## config.mk

```make
export PLATFORM = sky130hd
export DESIGN_NAME = positional_array_list
export DESIGN_NICKNAME = d
export VERILOG_FILES = /design/src/pal_pkg.sv /design/src/positional_array_list.sv /design/src/pal_ram.sv /design/src/pal_ctrl.sv /design/src/pal_datapath.sv
export SDC_FILE = /design/constraint.sdc
export NUM_CORES = 2
export LEC_CHECK = 0
export ABC_AREA = 1
export BUFFER_PORTS_ARGS = -buffer_cell sky130_fd_sc_hd__buf_2
export CAP_MARGIN = 20
export CORE_MARGIN = 8
export CORE_UTILIZATION = 57
export CTS_BUF_LIST = sky130_fd_sc_hd__clkbuf_2 sky130_fd_sc_hd__clkbuf_4 sky130_fd_sc_hd__clkbuf_8
export DETAILED_ROUTE_END_ITERATION = 7
export PLACE_DENSITY_LB_ADDON = 0.25
export RECOVER_POWER = 100
export SKIP_LAST_GASP = 1
export SLEW_MARGIN = 20
export SYNTH_ARGS = -nofsm -noshare
export SYNTH_HDL_FRONTEND = slang
export SYNTH_HIERARCHICAL = 1
export SYNTH_SLANG_ARGS = --single-unit
```

## constraint.sdc

```tcl
create_clock -name clock -period 11.5 [get_ports clock]
set_input_delay 2.3 -clock clock [delete_from_list [all_inputs] [get_ports clock]]
set_output_delay 2.3 -clock clock [all_outputs]
set_load 0.05 [all_outputs]
```

## src/pal_pkg.sv

```systemverilog
// Shared types and constants for the positional array list.
package pal_pkg;

   localparam int CAPACITY_DEFAULT = 64;
   localparam int CMD_W            = 3;
   localparam int VAL_W            = 32;
   localparam int POS_W            = 7;
   localparam int CNT_OUT_W        = 7;
   localparam int STATUS_W         = 2;

   // Command codes
   typedef enum logic [CMD_W-1:0] {
      CMD_READ      = 3'd0,
      CMD_APPEND    = 3'd1,
      CMD_INSERT    = 3'd2,
      CMD_UPDATE    = 3'd3,
      CMD_POP       = 3'd4,
      CMD_REMOVE_AT = 3'd5
   } cmd_type;

   // Status codes
   typedef enum logic [STATUS_W-1:0] {
      STATUS_OK    = 2'd0,
      STATUS_RANGE = 2'd1,
      STATUS_FULL  = 2'd2,
      STATUS_EMPTY = 2'd3
   } status_type;

   typedef struct packed {
      logic [CMD_W-1:0]        command;
      logic signed [VAL_W-1:0] value;
      logic [POS_W-1:0]        position;
   } req_type;

   typedef struct packed {
      logic signed [VAL_W-1:0] read_value;
      logic [CNT_OUT_W-1:0]    count;
      logic [STATUS_W-1:0]     status;
   } rsp_type;

   // Datapath operations issued by the controller
   typedef enum logic [3:0] {
      OP_NONE,
      OP_READ,
      OP_APPEND,
      OP_UPDATE,
      OP_POP,
      OP_INS_START,
      OP_INS_STEP,
      OP_INS_DONE,
      OP_REM_START,
      OP_REM_STEP
   } dp_op_type;

   typedef enum logic [2:0] {
      ST_IDLE,
      ST_EXEC,
      ST_INS_SHIFT,
      ST_INS_FIN,
      ST_REM_SHIFT,
      ST_REM_FIN,
      ST_RESULT
   } state_type;

   typedef struct packed {
      logic      load;
      logic      latch_status;
      logic      result;
      dp_op_type op;
   } ctrl_cmd_type;

   typedef struct packed {
      cmd_type cmd;
      logic    ok;
      logic    shift_needed;
      logic    shift_last;
      logic    rsp_free;
   } dp_status_type;

endpackage

```

## src/positional_array_list.sv

```systemverilog
// Positional array list: ordered list of signed 32-bit values with a count.
//
// A request transaction (req_valid/req_ready, req_payload) carries a command:
// read, append, insert at position, update, remove last or remove at position.
// Each one yields exactly one response transaction (rsp_valid/rsp_ready,
// rsp_payload) with the value read, the count afterwards and a status.
// One request is worked on at a time; req_ready is high while the controller
// is idle, also while an earlier response still waits in the output register.
// The command is loaded, checked in the execute step and, if it is valid and
// no entries have to move, carried out there; the result step then fills the
// output register that drives rsp_valid. Insert and remove at position p first
// move the entries behind p one place up or down, then finish before the
// result step. The move runs one entry per cycle through the single read and
// single write port of the element RAM. The next request can be accepted in
// the same cycle in which rsp_valid rises.
// A stalled receiver holds the response; the block finishes the next command
// and waits in its result step until the output register is free.
// Reset clears the count and all handshake state; the element RAM is not
// cleared, since only entries below the count are ever read.
module positional_array_list #(
   parameter int CAPACITY = pal_pkg::CAPACITY_DEFAULT
) (
   input  logic             clock,
   input  logic             reset,
   input  logic             req_valid,
   output logic             req_ready,
   input  pal_pkg::req_type req_payload,
   output logic             rsp_valid,
   input  logic             rsp_ready,
   output pal_pkg::rsp_type rsp_payload
);

   pal_pkg::ctrl_cmd_type  cmd;
   pal_pkg::dp_status_type status;

   pal_ctrl u_ctrl (
      .clock     (clock),
      .reset     (reset),
      .req_valid (req_valid),
      .req_ready (req_ready),
      .status    (status),
      .cmd       (cmd)
   );

   pal_datapath #(
      .CAPACITY (CAPACITY)
   ) u_datapath (
      .clock       (clock),
      .reset       (reset),
      .req_payload (req_payload),
      .cmd         (cmd),
      .status      (status),
      .rsp_valid   (rsp_valid),
      .rsp_ready   (rsp_ready),
      .rsp_payload (rsp_payload)
   );

endmodule

```

## src/pal_ram.sv

```systemverilog
// Generic single-write, single-read RAM with registered read data.
module pal_ram #(
   parameter int WIDTH = 32,
   parameter int DEPTH = 64
) (
   input  logic                                     clock,
   input  logic                                     wr_en,
   input  logic [(DEPTH > 1 ? $clog2(DEPTH) : 1)-1:0] wr_addr,
   input  logic [WIDTH-1:0]                         wr_data,
   input  logic                                     rd_en,
   input  logic [(DEPTH > 1 ? $clog2(DEPTH) : 1)-1:0] rd_addr,
   output logic [WIDTH-1:0]                         rd_data
);

   logic [WIDTH-1:0] mem [DEPTH];
   logic [WIDTH-1:0] rd_data_ff;

   always_ff @(posedge clock) begin
      if (wr_en) begin
         mem[wr_addr] <= wr_data;
      end
      if (rd_en) begin
         rd_data_ff <= mem[rd_addr];
      end
   end

   assign rd_data = rd_data_ff;

endmodule

```

## src/pal_ctrl.sv

```systemverilog
// Controller state machine for the positional array list.
module pal_ctrl (
   input  logic                   clock,
   input  logic                   reset,
   input  logic                   req_valid,
   output logic                   req_ready,
   input  pal_pkg::dp_status_type status,
   output pal_pkg::ctrl_cmd_type  cmd
);

   pal_pkg::state_type state_ff, state_in;

   always_ff @(posedge clock) begin
      if (reset) begin
         state_ff <= pal_pkg::ST_IDLE;
      end else begin
         state_ff <= state_in;
      end
   end

   // Next state
   always_comb begin
      state_in = state_ff;
      unique case (state_ff)
         pal_pkg::ST_IDLE: begin
            if (req_valid) state_in = pal_pkg::ST_EXEC;
         end
         pal_pkg::ST_EXEC: begin
            state_in = pal_pkg::ST_RESULT;
            if (status.ok && status.shift_needed) begin
               if (status.cmd == pal_pkg::CMD_INSERT) state_in = pal_pkg::ST_INS_SHIFT;
               if (status.cmd == pal_pkg::CMD_REMOVE_AT) state_in = pal_pkg::ST_REM_SHIFT;
            end
         end
         pal_pkg::ST_INS_SHIFT: begin
            if (status.shift_last) state_in = pal_pkg::ST_INS_FIN;
         end
         pal_pkg::ST_REM_SHIFT: begin
            if (status.shift_last) state_in = pal_pkg::ST_REM_FIN;
         end
         pal_pkg::ST_INS_FIN: state_in = pal_pkg::ST_RESULT;
         pal_pkg::ST_REM_FIN: state_in = pal_pkg::ST_RESULT;
         pal_pkg::ST_RESULT: begin
            if (status.rsp_free) state_in = pal_pkg::ST_IDLE;
         end
         default: state_in = pal_pkg::ST_IDLE;
      endcase
   end

   // Outputs
   always_comb begin
      req_ready        = 1'b0;
      cmd.load         = 1'b0;
      cmd.latch_status = 1'b0;
      cmd.result       = 1'b0;
      cmd.op           = pal_pkg::OP_NONE;
      unique case (state_ff)
         pal_pkg::ST_IDLE: begin
            // no transaction is taken while reset is held
            req_ready = !reset;
            cmd.load  = req_valid && !reset;
         end
         pal_pkg::ST_EXEC: begin
            cmd.latch_status = 1'b1;
            if (status.ok) begin
               case (status.cmd)
                  pal_pkg::CMD_READ:   cmd.op = pal_pkg::OP_READ;
                  pal_pkg::CMD_APPEND: cmd.op = pal_pkg::OP_APPEND;
                  pal_pkg::CMD_UPDATE: cmd.op = pal_pkg::OP_UPDATE;
                  pal_pkg::CMD_POP:    cmd.op = pal_pkg::OP_POP;
                  pal_pkg::CMD_INSERT: begin
                     cmd.op = status.shift_needed ? pal_pkg::OP_INS_START
                                                  : pal_pkg::OP_INS_DONE;
                  end
                  pal_pkg::CMD_REMOVE_AT: begin
                     cmd.op = status.shift_needed ? pal_pkg::OP_REM_START
                                                  : pal_pkg::OP_POP;
                  end
                  default: cmd.op = pal_pkg::OP_NONE;
               endcase
            end
         end
         pal_pkg::ST_INS_SHIFT: cmd.op = pal_pkg::OP_INS_STEP;
         pal_pkg::ST_REM_SHIFT: cmd.op = pal_pkg::OP_REM_STEP;
         pal_pkg::ST_INS_FIN:   cmd.op = pal_pkg::OP_INS_DONE;
         pal_pkg::ST_REM_FIN:   cmd.op = pal_pkg::OP_POP;
         pal_pkg::ST_RESULT:    cmd.result = status.rsp_free;
         default: cmd.op = pal_pkg::OP_NONE;
      endcase
   end

endmodule

```

## src/pal_datapath.sv

```systemverilog
// Datapath: request register, count, shift pointer, element store and result register.
module pal_datapath #(
   parameter int CAPACITY = pal_pkg::CAPACITY_DEFAULT
) (
   input  logic                   clock,
   input  logic                   reset,
   input  pal_pkg::req_type       req_payload,
   input  pal_pkg::ctrl_cmd_type  cmd,
   output pal_pkg::dp_status_type status,
   output logic                   rsp_valid,
   input  logic                   rsp_ready,
   output pal_pkg::rsp_type       rsp_payload
);

   localparam int CW  = $clog2(CAPACITY + 1);
   localparam int AW  = (CAPACITY > 1) ? $clog2(CAPACITY) : 1;
   localparam int EW  = ((CW > pal_pkg::POS_W) ? CW : pal_pkg::POS_W) + 1;

   pal_pkg::req_type               req_ff;
   logic [CW-1:0]                  count_ff, count_in;
   logic [AW-1:0]                  ptr_ff, ptr_in;
   logic [pal_pkg::STATUS_W-1:0]   status_ff;
   pal_pkg::rsp_type               rsp_ff;
   logic                           rsp_valid_ff;

   logic [EW-1:0]                  pos_e, cnt_e, ptr_e;
   logic                           full, empty;
   pal_pkg::cmd_type               cur_cmd;
   logic [pal_pkg::STATUS_W-1:0]   code;

   logic                           wr_en, rd_en;
   logic [AW-1:0]                  wr_addr, rd_addr;
   logic [pal_pkg::VAL_W-1:0]      wr_data, rd_data;

   assign cur_cmd = pal_pkg::cmd_type'(req_ff.command);
   assign pos_e   = EW'(req_ff.position);
   assign cnt_e   = EW'(count_ff);
   assign ptr_e   = EW'(ptr_ff);
   assign full    = (count_ff == CW'(CAPACITY));
   assign empty   = (count_ff == '0);

   // Range, full and empty checks of the held transaction
   always_comb begin
      case (cur_cmd)
         pal_pkg::CMD_READ, pal_pkg::CMD_UPDATE:
            code = (pos_e < cnt_e) ? pal_pkg::STATUS_OK : pal_pkg::STATUS_RANGE;
         pal_pkg::CMD_APPEND:
            code = full ? pal_pkg::STATUS_FULL : pal_pkg::STATUS_OK;
         pal_pkg::CMD_INSERT:
            code = (pos_e > cnt_e) ? pal_pkg::STATUS_RANGE
                 : (full ? pal_pkg::STATUS_FULL : pal_pkg::STATUS_OK);
         pal_pkg::CMD_POP:
            code = empty ? pal_pkg::STATUS_EMPTY : pal_pkg::STATUS_OK;
         pal_pkg::CMD_REMOVE_AT:
            code = empty ? pal_pkg::STATUS_EMPTY
                 : ((pos_e >= cnt_e) ? pal_pkg::STATUS_RANGE : pal_pkg::STATUS_OK);
         default: code = pal_pkg::STATUS_OK;
      endcase
   end

   // Status toward the controller
   always_comb begin
      status.cmd      = cur_cmd;
      status.ok       = (code == pal_pkg::STATUS_OK);
      status.rsp_free = !rsp_valid_ff || rsp_ready;
      if (cur_cmd == pal_pkg::CMD_INSERT) begin
         status.shift_needed = (pos_e < cnt_e);
         status.shift_last   = (ptr_e == pos_e + EW'(1));
      end else begin
         status.shift_needed = (pos_e + EW'(1) < cnt_e);
         status.shift_last   = (ptr_e + EW'(2) == cnt_e);
      end
   end

   // Store access, count and pointer updates per operation
   always_comb begin
      wr_en    = 1'b0;
      rd_en    = 1'b0;
      wr_addr  = AW'(req_ff.position);
      rd_addr  = AW'(req_ff.position);
      wr_data  = req_ff.value;
      count_in = count_ff;
      ptr_in   = ptr_ff;
      unique case (cmd.op)
         pal_pkg::OP_NONE: ;
         pal_pkg::OP_READ: rd_en = 1'b1;
         pal_pkg::OP_APPEND: begin
            wr_en    = 1'b1;
            wr_addr  = AW'(count_ff);
            count_in = count_ff + CW'(1);
         end
         pal_pkg::OP_UPDATE: wr_en = 1'b1;
         pal_pkg::OP_POP: count_in = count_ff - CW'(1);
         pal_pkg::OP_INS_START: begin
            rd_en   = 1'b1;
            rd_addr = AW'(cnt_e - EW'(1));
            ptr_in  = AW'(count_ff);
         end
         pal_pkg::OP_INS_STEP: begin
            // move the entry read last cycle up one place, fetch the next one down
            wr_en   = 1'b1;
            wr_addr = ptr_ff;
            wr_data = rd_data;
            rd_en   = !status.shift_last;
            rd_addr = AW'(ptr_e - EW'(2));
            ptr_in  = AW'(ptr_e - EW'(1));
         end
         pal_pkg::OP_INS_DONE: begin
            wr_en    = 1'b1;
            count_in = count_ff + CW'(1);
         end
         pal_pkg::OP_REM_START: begin
            rd_en   = 1'b1;
            rd_addr = AW'(pos_e + EW'(1));
            ptr_in  = AW'(req_ff.position);
         end
         pal_pkg::OP_REM_STEP: begin
            // move the entry read last cycle down one place, fetch the next one up
            wr_en   = 1'b1;
            wr_addr = ptr_ff;
            wr_data = rd_data;
            rd_en   = !status.shift_last;
            rd_addr = AW'(ptr_e + EW'(2));
            ptr_in  = AW'(ptr_e + EW'(1));
         end
         default: ;
      endcase
   end

   // Control registers
   always_ff @(posedge clock) begin
      if (reset) begin
         count_ff     <= '0;
         rsp_valid_ff <= 1'b0;
      end else begin
         count_ff <= count_in;
         if (cmd.result) begin
            rsp_valid_ff <= 1'b1;
         end else if (rsp_ready) begin
            rsp_valid_ff <= 1'b0;
         end
      end
   end

   // Payload registers
   always_ff @(posedge clock) begin
      ptr_ff <= ptr_in;
      if (cmd.load) begin
         req_ff <= req_payload;
      end
      if (cmd.latch_status) begin
         status_ff <= code;
      end
      if (cmd.result) begin
         rsp_ff.read_value <= (cur_cmd == pal_pkg::CMD_READ && status_ff == pal_pkg::STATUS_OK)
                              ? rd_data : '0;
         rsp_ff.count      <= pal_pkg::CNT_OUT_W'(count_ff);
         rsp_ff.status     <= status_ff;
      end
   end

   pal_ram #(
      .WIDTH (pal_pkg::VAL_W),
      .DEPTH (CAPACITY)
   ) u_elements (
      .clock   (clock),
      .wr_en   (wr_en),
      .wr_addr (wr_addr),
      .wr_data (wr_data),
      .rd_en   (rd_en),
      .rd_addr (rd_addr),
      .rd_data (rd_data)
   );

   assign rsp_valid   = rsp_valid_ff;
   assign rsp_payload = rsp_ff;

endmodule

```

== Yosys cells after proc, flatten, opt, wreduce, memory -nomap -nowiden ==
Memories as Yosys holds them, arrays and structs flattened. A register that Yosys moved wholly into a read port is not among the register bits.
Cells that the tools add are included.

* Register bits: 102
* Bits in writable memories: 2048
* Output and inout bits: 43
* Logic and storage cells: 109
* Memories kept: 1

* Add/sub/neg operators: 8
* Order comparisons: 4
* Equal/unequal tests: 27
* Mux-type cells: 36
* Reduce and logical (&&, ||, !) cells: 22

{| class="wikitable"
|+ Memories
! name !! words !! bits a word !! read ports !! clocked after Yosys merged registers in !! wr ports !! RTL line !! source
|-
| u_datapath.u_elements.mem || 64 || 32 || 1 || 1 || 1 || pal_ram.sv:15 || <nowiki>logic [WIDTH-1:0] mem [DEPTH];</nowiki>
|}

{| class="wikitable"
|+ Operator list
! kind !! number
|-
| 6-bit one-hot mux with 4 select lines || 2
|-
| 32-bit 2-to-1 mux || 1
|-
| 4-bit one-hot mux with 6 select lines || 1
|-
| 3-bit 2-to-1 mux || 7
|-
| 4-bit one-hot mux with 5 select lines || 1
|-
| 3-bit one-hot mux with 6 select lines || 1
|-
| 4-bit by 3-bit == test with 1-bit output (second input constant) || 4
|-
| 3-bit == test (second input constant) || 5
|-
| 7-bit one-hot mux with 2 select lines || 1
|-
| 3-bit by 2-bit == test with 1-bit output (second input constant) || 4
|-
| 2-bit 2-to-1 mux || 6
|-
| 6-bit one-hot mux with 2 select lines || 1
|-
| 6-bit by 1-bit subtractor with 6-bit output (second input constant) || 2
|-
| 1-bit 2-to-1 mux || 11
|-
| 2-bit one-hot mux with 5 select lines || 1
|-
| 7-bit by 1-bit adder with 8-bit output (second input constant) || 1
|-
| 4-bit by 2-bit == test with 1-bit output (second input constant) || 2
|-
| 4-bit == test (second input constant) || 2
|-
| 6-bit by 8-bit == test with 1-bit output || 1
|-
| 8-bit by 7-bit < comparator with 1-bit output || 1
|-
| 4-bit 2-to-1 mux || 2
|-
| 2-bit OR reduction || 4
|-
| 6-bit by 2-bit adder with 7-bit output (second input constant) || 1
|-
| 7-bit by 1-bit adder with 7-bit output (second input constant) || 1
|-
| other kinds (24) || 34
|}

== Longest topological paths before layout ==
* Word-level depth: 12
* Mapped depth: 39
* Mapped depth without buffers: 33

== By module ==
Netlist, hierarchy kept.

{| class="wikitable"
|+ By module, submodules not included
! module !! times used !! cells an instance !! area each (um^2)
|-
| pal_ram || 1 || 6769 || 83058.4
|-
| pal_datapath || 1 || 622 || 5579.1
|-
| pal_ctrl || 1 || 67 || 367.9
|}

== Least setup slack after synthesis ==
No wires, ideal clock.

* Path kind: reg2reg
* From: register u_datapath.req_ff, in the netlist u_datapath/pos_e[0]
* To: memory u_datapath.u_elements.mem[48][0] (enable)
* Library setup time: 0.503 ns
* Arrival: 6.834 ns
* Required time: 10.997 ns
* Slack: 4.163 ns
* Cell stages (with the launch flop): 27
* Clock period less this slack: 7.337 ns
* Cells stage by stage: edfxtp_1 -> ha_1 -> or2_2 -> nand2_1 -> inv_1 -> ha_1 -> nand2_1 -> o21ai_0 -> nand3_1 -> nand2_1 -> o21ai_0 -> nand2_1 -> nand2_1 -> o21ai_0 -> nand4_1 -> a21oi_1 -> inv_2 -> nand2_2 -> inv_2 -> nand2_4 -> nand2_2 -> inv_2 -> buf_6 -> nand2_2 -> o21ai_0 -> nand4_1 -> nor4_1

{| class="wikitable"
|+ RTL lines
! element !! RTL line !! source
|-
| start, declared || pal_datapath.sv:19 || <nowiki>pal_pkg::req_type req_ff;</nowiki>
|-
| start signal, assigned || pal_datapath.sv:149 || <nowiki>req_ff <= req_payload;</nowiki>
|-
| end, declared || pal_ram.sv:15 ||
|}

==> impl_metrics.tcl <==
set metrics [dict create \
    gp_congestion 0.884 \
    timing.critical_path.mode_cell "nand2_1" \
    pin_count 89 \
    min_path_type "flop to flop" \
    htree_levels 5 \
    vias_per_cell 6.14 \
    cts_buffer_depth 4 \
    cts.sinks 2182 \
    clkSlewWorstSetupHoldPaths_ps 60 \
    power_per_cell_area_nw_per_um2 283 \
    design_area_um2 97600 \
    cap_violations 85 \
    ant_nets 0 \
    cts.repair.resized 0 \
    ys_types 44 \
    clockPowerShare_pct 22.9 \
    drc_errors 0 \
    worstMarginPinSlew_ps 4080 \
    grt_start_max_net_pins 246 \
    syn_area_per_cell_um2 11.9 \
    dieWidth_um 411 \
    slowest_delay_ps 1440 \
    arrival_ps 10310 \
    drt_pass1_iterations 6 \
    internal-power_mw 15.8 \
    grt_setup_unrepaired "no" \
    crit_type "flop to flop" \
    yosys_warnings 6 \
    wl_per_cell_um 26.4 \
    hold_viol 0 \
    cts_hold_buf 0 \
    place_area_um2 92000 \
    switching_power_mw 11.8 \
    post-cts-setup-buffers 0 \
    drt-initial-drc-count 8760 \
    clk_latency_ps 1080 \
    syn_to_final_growth_pct 9.64 \
    synth_compound_area_share_pct 0.772 \
    cp-end-kind "flop" \
    final_util_pct 62.7 \
    die_area_um2 169000 \
    finalSetupViolCount 0 \
    grt_pass1_vias 58600 \
    async_flop_share_pct 0 \
    synth-edff-count 2171 \
    dominantRegCellSynth "edfxtp_1" \
    synth_xor_area_share_pct 0.0689 \
    min_period_ps 9670 \
    rows 145 \
    ys_seq_elements 2182 \
    vdd_drop_max_uv 498 \
    netlist_area_um2 89000 \
    sw_frac_of_total_pct 42.8 \
    ys_seq_area_share_pct 73.5 \
    port_buffers 88 \
    cp_data_required_time_ps 12140 \
    drive_above_1_share_pct 8.93 \
    violations "max-capacitance violations, max-slew violations" \
    synthesis.nets 7535 \
    fmax_mhz 103 \
    total_power_mw 27.6 \
    status "finished, violations left" \
    slew_headroom_pct -175 \
    syn_inst 7458 \
    initial_core_util_pct 57.2 \
    final_nets 7670 \
    synth_top_family_by_area "simple AND/OR/NAND/NOR gates" \
    finalClockSkew_ps 61.6 \
    pwr-share-comb_pct 40.7 \
    gr-total-overflow 0 \
    start_kind "flop" \
    gr-usage-all-layers_pct 30.3 \
    fin_setup_tns_ps 0 \
    synthAdderAreaFrac_pct 0.453 \
    cts_tree "built" \
    cpMaxStageDelayCell "nor2_1" \
    totalWireLength_mm 261 \
    fin_cells 9902 \
    dieHeight_um 411 \
    placed_cells 9290 \
    cts-root-buf "clkbuf_8" \
    finalCritPeriodShare_pct 84.1 \
    core_area_um2 156000 \
    synthMuxAreaShare_pct 0 \
    p_leak_nw 34.7 \
    grt_pass1_wl_mm 380 \
    hpwl_mm 137 \
    slew_viol_final 2950 \
    power_frac_seq_pct 36.4 \
    critical_path_peak_fanout 34 \
    antenna_found_initial 12 \
    cts_buffers 359 \
    synthSimpleGateAreaFrac_pct 22.1 \
    vias 60800 \
]
-- flip-flops by register name, indices dropped and copies added (netlist names), 6 cells and up --
| signal | cells |
|---|---|
| u_datapath/req_ff | 32 |
| u_datapath/ptr_ff | 6 |
| u_datapath/u_elements/rd_data | 32 |
| u_datapath/rsp_payload | 41 |
| u_datapath/u_elements/mem | 2048 |
| u_datapath/count_ff | 7 |
| u_datapath/pos_e | 7 |
-- power groups by stage --
stage / Clock, mW / Combinational, mW / Sequential [mW]
after floorplan: 0 / 6.98 / 10.2
after global placement: 0 / 10.9 / 10.1
after CTS: 6.37 / 11.1 / 9.97
final: 6.32 / 11.2 / 10.1
after global routing: 6.72 / 12.0 / 10.1
after detailed placement: 0 / 11.0 / 10.1
-- cell type report --
cell class	count	area, um^2
diodes	8	20.0
clock buffers	468	5790
clock inverters	136	677
fillers	11800	58100
inverters	115	473
multi-input cells	4691	21200
flip-flops and latches	2182	65400
well taps	2058	2570
repair buffers	244	1410
-- metrics by stage --
step / setup WS (ps) / hold WS [ps]
after floorplan: 4160 / 427
after CTS: 3290 / 450
final: 1830 / 449
after global routing: 1260 / 484
after detailed placement: 3320 / 438
after global placement: 3490 / 434
-- synth_stat cells, drive strengths merged (4+ instances only) --
library cell	number	area, um^2
nand3	1949	9760
buf	385	2060
nand2	2401	9050
inv	115	434
a21oi	32	164
nand4	20	125
dfxtp	11	220
nor4	8	50.1
nor2	135	551
edfxtp	2171	65200
a22oi	7	52.6
o21ai	67	335
clkbuf	85	319
xor2	5	43.8
ha	29	363
or2	5	31.3
nor3	10	55.1
o221ai	4	35.0
-- placed cells by master, fill, tap and decap left out, types with 20 or more instances in the layout --
cell,instances
nor2_1,96
clkbuf_8,364
nor2_4,35
inv_1,104
clkinv_2,27
edfxtp_1,2171
clkinv_1,99
o21ai_0,46
clkbuf_1,134
a21oi_1,31
ha_1,29
nand3_1,1948
clkbuf_4,104
buf_4,58
nand4_1,20
buf_2,37
nand2_1,2396
-- worst paths after layout --
check,from,endpoint,slack (ps),depth (start not counted)
max reg2reg,u_datapath/pos_e[1],u_datapath/u_elements/mem[0][19],1830,30
min reg2reg,u_datapath/status_ff[1],u_datapath/rsp_payload[1],450,0
max,u_datapath/pos_e[1],u_datapath/u_elements/mem[0][19],1830,30
min,u_datapath/status_ff[1],u_datapath/rsp_payload[1],450,0
-- routing by layer --
metal / track usage [%] / share of wire, % / routed length, um
met5: 0 / 0.023 / 59
met4: 16.1 / 6.1 / 16000
met3: 8.28 / 13 / 33400
met2: 46.6 / 45 / 118000
met1: 39.6 / 36 / 94000
-- worst max-delay path, delay by kind of cell (launching register included) --
family | cells | cell delay [ps]
fa+ha+maj | 2 | 550
buf+inv | 8 | 3410
simple gates | 14 | 3710
compound gates | 6 | 990
flops | 1 | 520
-- logic make-up after synthesis --
group / Yosys count
compound gates: 124
xor+xnor: 7
fa+ha+maj: 31
buf+inv: 585
flops: 2182
simple gates: 4529
Power figures use the tool's default switching activity.
